File: config.mk
export PLATFORM = sky130hd
export DESIGN_NAME = bc1_bc2_bc3_block_decoder
export DESIGN_NICKNAME = d
export VERILOG_FILES = /design/src/rtl/bcd_pkg.sv /design/src/rtl/bc1_bc2_bc3_block_decoder.sv /design/src/rtl/bcd_color_pal.sv /design/src/rtl/bcd_alpha_ramp.sv /design/src/rtl/bcd_row_sel.sv
export SDC_FILE = /design/constraint.sdc
export NUM_CORES = 2
export LEC_CHECK = 0
export ABC_AREA = 1
export BUFFER_PORTS_ARGS = -buffer_cell sky130_fd_sc_hd__buf_2
export CORE_ASPECT_RATIO = 0.5
export CORE_UTILIZATION = 25
export CTS_CLUSTER_DIAMETER = 50
export DETAILED_ROUTE_END_ITERATION = 16
export PLACE_DENSITY = 0.4
export SLEW_MARGIN = 5
export SYNTH_ARGS = -nofsm -noshare
export SYNTH_HDL_FRONTEND = slang
export SYNTH_SLANG_ARGS = --single-unit
File: constraint.sdc
create_clock -name clk -period 26.4 [get_ports clk]
set_input_delay 2.64 -clock clk [delete_from_list [all_inputs] [get_ports clk]]
set_output_delay 2.64 -clock clk [all_outputs]
set_load 0.05 [all_outputs]
File: src/rtl/bcd_pkg.sv
// Shared types, format codes and constant-divide helpers for the BC1/BC2/BC3 decoder.
// No dependencies; imported by every module of the decoder.
`default_nettype none

package bcd_pkg;

  // Format register codes
  localparam logic [1:0] FMT_BC1 = 2'd0;
  localparam logic [1:0] FMT_BC2 = 2'd1;
  localparam logic [1:0] FMT_BC3 = 2'd2;

  localparam int unsigned TEXEL_W = 32;
  localparam int unsigned ROWS    = 4;
  localparam int unsigned COLS    = 4;

  typedef logic [TEXEL_W-1:0]         texel_t;
  typedef logic [3:0][TEXEL_W-1:0]    pal_t;    // four packed RGBA palette entries
  typedef logic [7:0][7:0]            ramp_t;   // eight-entry BC3 alpha ramp
  typedef logic [COLS-1:0][TEXEL_W-1:0] row_t;  // one decoded row

  // floor(x/3) for x < 768: reciprocal 683/2048
  function automatic logic [7:0] div3(input logic [9:0] x);
    logic [19:0] p;
    p = {10'd0, x} * 20'd683;
    return p[18:11];
  endfunction

  // floor(x/7) for x < 1792: reciprocal 2341/16384
  function automatic logic [7:0] div7(input logic [10:0] x);
    logic [22:0] p;
    p = {12'd0, x} * 23'd2341;
    return p[21:14];
  endfunction

  // floor(x/5) for x < 1280: reciprocal 3277/16384
  function automatic logic [7:0] div5(input logic [10:0] x);
    logic [22:0] p;
    p = {12'd0, x} * 23'd3277;
    return p[21:14];
  endfunction

endpackage

`default_nettype wire

File: src/rtl/bc1_bc2_bc3_block_decoder.sv
// Top level of the BC1/BC2/BC3 4x4 block decoder: handshake, pipeline registers, row counter.
// Depends on bcd_pkg, bcd_color_pal, bcd_alpha_ramp and bcd_row_sel.
`default_nettype none

// Channel   Dir  Handshake              Payload
// in_       in   in_valid / in_ready    in_block_low[63:0], in_block_high[63:0]
// out_      out  out_valid / out_ready  out_texel_col0..3[31:0], out_row_index[1:0],
//                                       out_last_row
// cfg_      in   cfg_wr_en (no wait)    cfg_wr_data[1:0] -> format register
//
// Three register stages: input register, decoded block register (palette, alpha
// ramp, index words), output register. One transaction in gives four out, top row
// first, one per cycle while out_ready stays high, so the output port sets the block rate.
// Row 0 moves from the input register through the decoded block register into the
// output register, and is taken when out_valid and out_ready are both high.
// The input register takes the next block while the current one is emitted;
// out_ready low stalls the output register and backs up into the stages behind it.
// Reset (rst_n, synchronous, active low) clears the valid flags and sets the
// format to BC1.

module bc1_bc2_bc3_block_decoder (
  input  wire logic        clk,
  input  wire logic        rst_n,
  input  wire logic        cfg_wr_en,
  input  wire logic [1:0]  cfg_wr_data,
  input  wire logic        in_valid,
  output logic             in_ready,
  input  wire logic [63:0] in_block_low,
  input  wire logic [63:0] in_block_high,
  output logic             out_valid,
  input  wire logic        out_ready,
  output logic [31:0]      out_texel_col0,
  output logic [31:0]      out_texel_col1,
  output logic [31:0]      out_texel_col2,
  output logic [31:0]      out_texel_col3,
  output logic [1:0]       out_row_index,
  output logic             out_last_row
);
  import bcd_pkg::*;

  logic [1:0]  fmt_r;

  // input register
  logic        in_vld_r;
  logic [63:0] in_lo_r, in_hi_r;
  logic [1:0]  in_fmt_r;

  // decoded block register
  logic        blk_vld_r;
  logic [1:0]  blk_fmt_r;
  logic [1:0]  row_r;
  pal_t        blk_pal_r;
  ramp_t       blk_ramp_r;
  logic [31:0] blk_idx_r;
  logic [63:0] blk_alpha_r;

  // output register
  logic        out_vld_r;
  row_t        out_texels_r;
  logic [1:0]  out_row_r;
  logic        out_last_r;

  logic        out_load, blk_done, blk_load, in_fire;
  logic [63:0] color_word;
  pal_t        pal_nxt;
  ramp_t       ramp_nxt;
  row_t        row_nxt;

  assign out_load = blk_vld_r && (!out_vld_r || out_ready);
  assign blk_done = out_load && (row_r == 2'(ROWS - 1));
  assign blk_load = in_vld_r && (!blk_vld_r || blk_done);
  assign in_ready = !in_vld_r || blk_load;
  assign in_fire  = in_valid && in_ready;

  // BC1 carries color in the low word; BC2/BC3 in the high word
  assign color_word = (in_fmt_r == FMT_BC1) ? in_lo_r : in_hi_r;

  bcd_color_pal u_color_pal (
    .c0    (color_word[15:0]),
    .c1    (color_word[31:16]),
    .punch (in_fmt_r == FMT_BC1),
    .pal   (pal_nxt)
  );

  bcd_alpha_ramp u_alpha_ramp (
    .a0   (in_lo_r[7:0]),
    .a1   (in_lo_r[15:8]),
    .ramp (ramp_nxt)
  );

  bcd_row_sel u_row_sel (
    .fmt        (blk_fmt_r),
    .row        (row_r),
    .pal        (blk_pal_r),
    .ramp       (blk_ramp_r),
    .color_idx  (blk_idx_r),
    .alpha_word (blk_alpha_r),
    .texels     (row_nxt)
  );

  // control
  always_ff @(posedge clk) begin
    if (!rst_n) begin
      fmt_r     <= FMT_BC1;
      in_vld_r  <= 1'b0;
      blk_vld_r <= 1'b0;
      row_r     <= '0;
      out_vld_r <= 1'b0;
    end else begin
      if (cfg_wr_en) begin
        fmt_r <= cfg_wr_data;
      end
      if (in_fire) begin
        in_vld_r <= 1'b1;
      end else if (blk_load) begin
        in_vld_r <= 1'b0;
      end
      if (blk_load) begin
        blk_vld_r <= 1'b1;
        row_r     <= '0;
      end else if (blk_done) begin
        blk_vld_r <= 1'b0;
      end else if (out_load) begin
        row_r <= row_r + 2'd1;
      end
      if (out_load) begin
        out_vld_r <= 1'b1;
      end else if (out_ready) begin
        out_vld_r <= 1'b0;
      end
    end
  end

  // payload
  always_ff @(posedge clk) begin
    if (in_fire) begin
      in_lo_r  <= in_block_low;
      in_hi_r  <= in_block_high;
      in_fmt_r <= fmt_r;
    end
    if (blk_load) begin
      blk_fmt_r   <= in_fmt_r;
      blk_pal_r   <= pal_nxt;
      blk_ramp_r  <= ramp_nxt;
      blk_idx_r   <= color_word[63:32];
      blk_alpha_r <= in_lo_r;
    end
    if (out_load) begin
      out_texels_r <= row_nxt;
      out_row_r    <= row_r;
      out_last_r   <= (row_r == 2'(ROWS - 1));
    end
  end

  assign out_valid      = out_vld_r;
  assign out_texel_col0 = out_texels_r[0];
  assign out_texel_col1 = out_texels_r[1];
  assign out_texel_col2 = out_texels_r[2];
  assign out_texel_col3 = out_texels_r[3];
  assign out_row_index  = out_row_r;
  assign out_last_row   = out_last_r;

endmodule

`default_nettype wire

File: src/rtl/bcd_color_pal.sv
// Color palette builder: two RGB565 endpoints to four RGBA8 entries.
// Depends on bcd_pkg (pal_t, div3).
`default_nettype none

module bcd_color_pal (
  input  wire logic [15:0]   c0,
  input  wire logic [15:0]   c1,
  input  wire logic          punch,   // BC1 rules: three-color mode when c0 <= c1
  output bcd_pkg::pal_t      pal
);
  import bcd_pkg::*;

  logic [2:0][7:0] e0, e1, mix2, mix3, half;
  logic [8:0]      sum [3];
  logic            four_color;

  always_comb begin
    // 565 -> 888 by bit replication; channel 0 R, 1 G, 2 B
    e0[0] = {c0[15:11], c0[15:13]};
    e0[1] = {c0[10:5],  c0[10:9]};
    e0[2] = {c0[4:0],   c0[4:2]};
    e1[0] = {c1[15:11], c1[15:13]};
    e1[1] = {c1[10:5],  c1[10:9]};
    e1[2] = {c1[4:0],   c1[4:2]};
    for (int k = 0; k < 3; k++) begin
      mix2[k] = div3(10'({e0[k], 1'b0}) + 10'(e1[k]));
      mix3[k] = div3(10'(e0[k]) + 10'({e1[k], 1'b0}));
      sum[k]  = 9'(e0[k]) + 9'(e1[k]);
      half[k] = sum[k][8:1];
    end
    four_color = (c0 > c1) || !punch;
    pal[0] = {8'hFF, e0[2], e0[1], e0[0]};
    pal[1] = {8'hFF, e1[2], e1[1], e1[0]};
    if (four_color) begin
      pal[2] = {8'hFF, mix2[2], mix2[1], mix2[0]};
      pal[3] = {8'hFF, mix3[2], mix3[1], mix3[0]};
    end else begin
      pal[2] = {8'hFF, half[2], half[1], half[0]};
      pal[3] = '0;  // transparent black
    end
  end

endmodule

`default_nettype wire

File: src/rtl/bcd_alpha_ramp.sv
// BC3 alpha ramp builder: two 8-bit endpoints to an eight-entry ramp.
// Depends on bcd_pkg (ramp_t, div7, div5).
`default_nettype none

module bcd_alpha_ramp (
  input  wire logic [7:0] a0,
  input  wire logic [7:0] a1,
  output bcd_pkg::ramp_t  ramp
);
  import bcd_pkg::*;

  logic [7:0] step7 [1:6];
  logic [7:0] step5 [1:4];

  always_comb begin
    for (int i = 1; i <= 6; i++) begin
      step7[i] = div7(11'({3'd0, a0} * 11'(7 - i)) + 11'({3'd0, a1} * 11'(i)));
    end
    for (int i = 1; i <= 4; i++) begin
      step5[i] = div5(11'({3'd0, a0} * 11'(5 - i)) + 11'({3'd0, a1} * 11'(i)));
    end
    ramp[0] = a0;
    ramp[1] = a1;
    if (a0 > a1) begin
      for (int i = 1; i <= 6; i++) begin
        ramp[i+1] = step7[i];
      end
    end else begin
      for (int i = 1; i <= 4; i++) begin
        ramp[i+1] = step5[i];
      end
      ramp[6] = 8'h00;
      ramp[7] = 8'hFF;
    end
  end

endmodule

`default_nettype wire

File: src/rtl/bcd_row_sel.sv
// Row picker: selects palette entries and alpha for the four texels of one row.
// Depends on bcd_pkg (pal_t, ramp_t, row_t, format codes).
`default_nettype none

module bcd_row_sel (
  input  wire logic [1:0]   fmt,
  input  wire logic [1:0]   row,
  input  bcd_pkg::pal_t     pal,
  input  bcd_pkg::ramp_t    ramp,
  input  wire logic [31:0]  color_idx,
  input  wire logic [63:0]  alpha_word,
  output bcd_pkg::row_t     texels
);
  import bcd_pkg::*;

  logic [3:0] t     [COLS];
  logic [1:0] cidx  [COLS];
  logic [3:0] nib   [COLS];
  logic [5:0] aoff  [COLS];
  logic [2:0] aidx  [COLS];
  texel_t     base  [COLS];

  always_comb begin
    for (int c = 0; c < COLS; c++) begin
      t[c]    = {row, 2'(c)};
      cidx[c] = color_idx[{t[c], 1'b0} +: 2];
      nib[c]  = alpha_word[{t[c], 2'b00} +: 4];
      aoff[c] = 6'd16 + 6'(t[c]) * 6'd3;
      aidx[c] = alpha_word[aoff[c] +: 3];
      base[c] = pal[cidx[c]];
      unique case (fmt)
        FMT_BC1: texels[c] = base[c];
        FMT_BC2: texels[c] = {nib[c], nib[c], base[c][23:0]};
        FMT_BC3: texels[c] = {ramp[aidx[c]], base[c][23:0]};
        default: texels[c] = '0;  // unused code: transparent black
      endcase
    end
  end

endmodule

`default_nettype wire

==> results.cfg <==
[status]
outcome = finished clean

[sta]
finalClockSkew_ns = 0.02883
max_freq_ghz = 0.1209
worst_slack_ns = 18.13
final.period_utilization = 0.3132
rsz0062_at_grt = false
setup_violations = 0
fin_tns_setup_ns = 0
worst_slew_pin_slew_ns = 1.209
drv_slew = 0
slew_headroom = 0.1918
hold_violations = 0
period_needed_ns = 8.269

[synthesis]
avgSynthCellArea_um2 = 8.560
yosysWarningCount = 0
mappedNetlistNets = 8765
synth_area_um2 = 60850
ys_ff_latch = 495
yosysSeqAreaShare = 0.2431
syn_inst = 7109
synthDistinctLibCells = 67

[critical_path]
required_ns = 26.79
cp_slowest_cell = buf_4
max_stage_delay_ns = 0.58
crit_fanout = 45
crit_arrival_ns = 8.66
path_class = reg2reg
worst_path_most_repeated_cell = nand2_1
startpoint_type = flop
endpoint_kind = flop

[grt]
grt_overflow_total = 0
grt_max_degree = 151
grt_use_met2 = 0.2938
grt_antenna_before_repair = 10
met3_usage = 0.01556
grt_pass1_wl_um = 317300
grt_pass1_vias = 50330
busiest_layer = met2
grtUsageMet1 = 0.2332
track_usage = 0.1698

[finish]
area_delta_synth_final_pct = 12.03
n_fill_cell = 25880
final_cells = 10640
fin_nets = 9015
drive_above_1_share = 0.07419

[cts]
clk_pin_slew_ns = 0.07
cts_sinks = 495
numCtsBuffers = 70
cts_setup_buffers = 0
cts_tree = yes
ctsHoldBuffers = 0
clk_latency_ns = 0.66
clock_tree.root_cell = clkbuf_16
clockBufferDepth = 3
ctsHtreeMaxLevel = 3
cts.repair.resized = 0

[place]
hpwlAfterDp_um = 171100
numPortBuffers = 267
gp_congestion = 0.8626
dp_cells = 10510
pre_cts_ws_ns = 18.06

[floorplan]
die_w_um = 699.7
num_rows = 127
coreArea_um2 = 240700
die_area_um2 = 245500
die_h_um = 350.9
pin_count = 268
start_util = 0.2528

[drt]
drt-pass1-iter-count = 6
ant_nets = 0
drc = 0
wl_per_cell_um = 19.97
drt_iter0_drc = 3283
vias = 50020
viasPerCell = 4.702
routed_wl_um = 212500

[flow_run]
maxCapViolCount = 0

[worst_hold_path]
worstHoldPathType = reg2reg
[cell usage in the layout (no fill, tap or decap), types with 72 or more instances in the layout]
cell / count
edfxtp_1: 488
nand3_1: 555
nor2_1: 314
fa_1: 371
inv_1: 1069
ha_1: 1150
o21ai_0: 334
buf_2: 267
nand2_1: 1329
a21oi_1: 626
xor2_1: 155
clkbuf_16: 72
[cell type report]
class,instances,area (µm²),share of cell area
Sequential cell,495,14800,0.2170
Inverter,1090,4105,0.06022
Clock inverter,41,466.7,0.006846
Tap cell,3225,4035,0.05919
Multi-Input combinational cell,5376,41090,0.6028
Timing Repair Buffer,326,1804,0.02647
Antenna cell,1,2.502,0.00003671
Clock buffer,85,1871,0.02744
[routing by layer]
| layer | wire length (µm) | share of wire |
|---|---|---|
| met4 | 3360 | 0.016 |
| met3 | 7766 | 0.037 |
| met2 | 100900 | 0.47 |
| met1 | 100500 | 0.47 |
| met5 | 0 | 0 |
[cells by family (layout without fill, tap and decap cells)]
group | Yosys count | count (layout) | share of synthesized area
adder cells (fa/ha/maj) | 1521 | 1521 | 0.3585
AND/OR/NAND/NOR | 2387 | 2387 | 0.1660
AO/OA/AOI/OAI | 1203 | 1203 | 0.1101
multiplexers | 50 | 50 | 0.008903
flip-flops | 495 | 495 | 0.2431
other | 0 | 1 | 0
buffers and inverters | 1238 | 1542 | 0.08233
XOR/XNOR | 215 | 215 | 0.03107
[final timing paths]
check             slack, ns                   endpoint  depth (start not counted)             startpoint
hold / removal         0.45  blk_alpha_r[28]$_DFFE_PP_                          0  in_lo_r[28]$_DFFE_PP_
setup reg to reg      18.13    blk_pal_r[84]$_DFFE_PP_                         27  in_fmt_r[1]$_DFFE_PP_
setup / recovery      18.13    blk_pal_r[84]$_DFFE_PP_                         27  in_fmt_r[1]$_DFFE_PP_
hold reg to reg        0.45  blk_alpha_r[28]$_DFFE_PP_                          0  in_lo_r[28]$_DFFE_PP_
[flip-flops by register name, indices dropped and copies added, names as in the netlist, 2 cells and up]
name            count
blk_ramp_r         62
in_hi_r            64
out_texel_col2     32
out_texel_col1     32
out_texel_col0     32
blk_fmt_r           2
blk_idx_r          32
out_row_index       2
row_r               2
in_fmt_r            2
in_lo_r            64
out_texel_col3     32
blk_alpha_r        50
blk_pal_r          81
fmt_r               2
[cells in the mapped netlist (all sizes together)]
cell | count | area, µm²
nor3 | 55 | 275.3
o211ai | 29 | 227.7
a32oi | 3 | 71.32
a221o | 1 | 10.01
nand3b | 18 | 135.1
nor4 | 16 | 100.1
o21bai | 43 | 334.1
a21boi | 2 | 15.02
nor3b | 1 | 7.510
clkbuf | 36 | 135.1
dfxtp | 7 | 140.1
nand2 | 1347 | 5101
fa | 371 | 7427
buf | 112 | 774.5
a32o | 1 | 10.01
a31o | 3 | 26.28
edfxtp | 488 | 14650
inv | 1087 | 4088
o21a | 11 | 82.58
mux2 | 33 | 371.6
nand3 | 557 | 2798
o31ai | 11 | 82.58
o41ai | 1 | 8.760
nand4 | 57 | 356.6
o2111ai | 6 | 52.55
clkinv | 3 | 12.51
and2 | 2 | 12.51
a21o | 22 | 165.2
a221oi | 22 | 217.7
mux2i | 17 | 170.2
nor2 | 318 | 1217
a21oi | 629 | 3152
xor2 | 156 | 1374
a211oi | 9 | 67.56
o21ai | 356 | 1812
o221ai | 2 | 17.52
ha | 1150 | 14390
o311ai | 3 | 26.28
a311oi | 2 | 17.52
a31oi | 44 | 275.3
or2 | 15 | 93.84
xnor2 | 59 | 516.8
and3 | 1 | 6.260
o31a | 3 | 26.28
[through the flow]
stage            util  cell area (µm²)  hold slack [ns]
6_report       0.2832            68170           0.4520
5_1_grt        0.2832            68170           0.4638
4_1_cts        0.2832            68170           0.4520
3_5_place_dp   0.2735            65830           0.4410
3_3_place_gp   0.2735            65830           0.4364
2_1_floorplan       -            60850           0.4029
[critical path: cells and delay by family (launching register included)]
kind	cells	cell delay, ns
and+or+nand+nor	9	1.09
xor gates and xnor gates	2	0.70
adders and majority gates	8	3.30
DFF	1	0.52
buffers and inverters	5	1.59
AOI/OAI and AO/OA	3	0.77
Power is left out: the tool's default activity adds up to more than one toggle a clock period on the data nets, which glitch-free logic cannot reach.
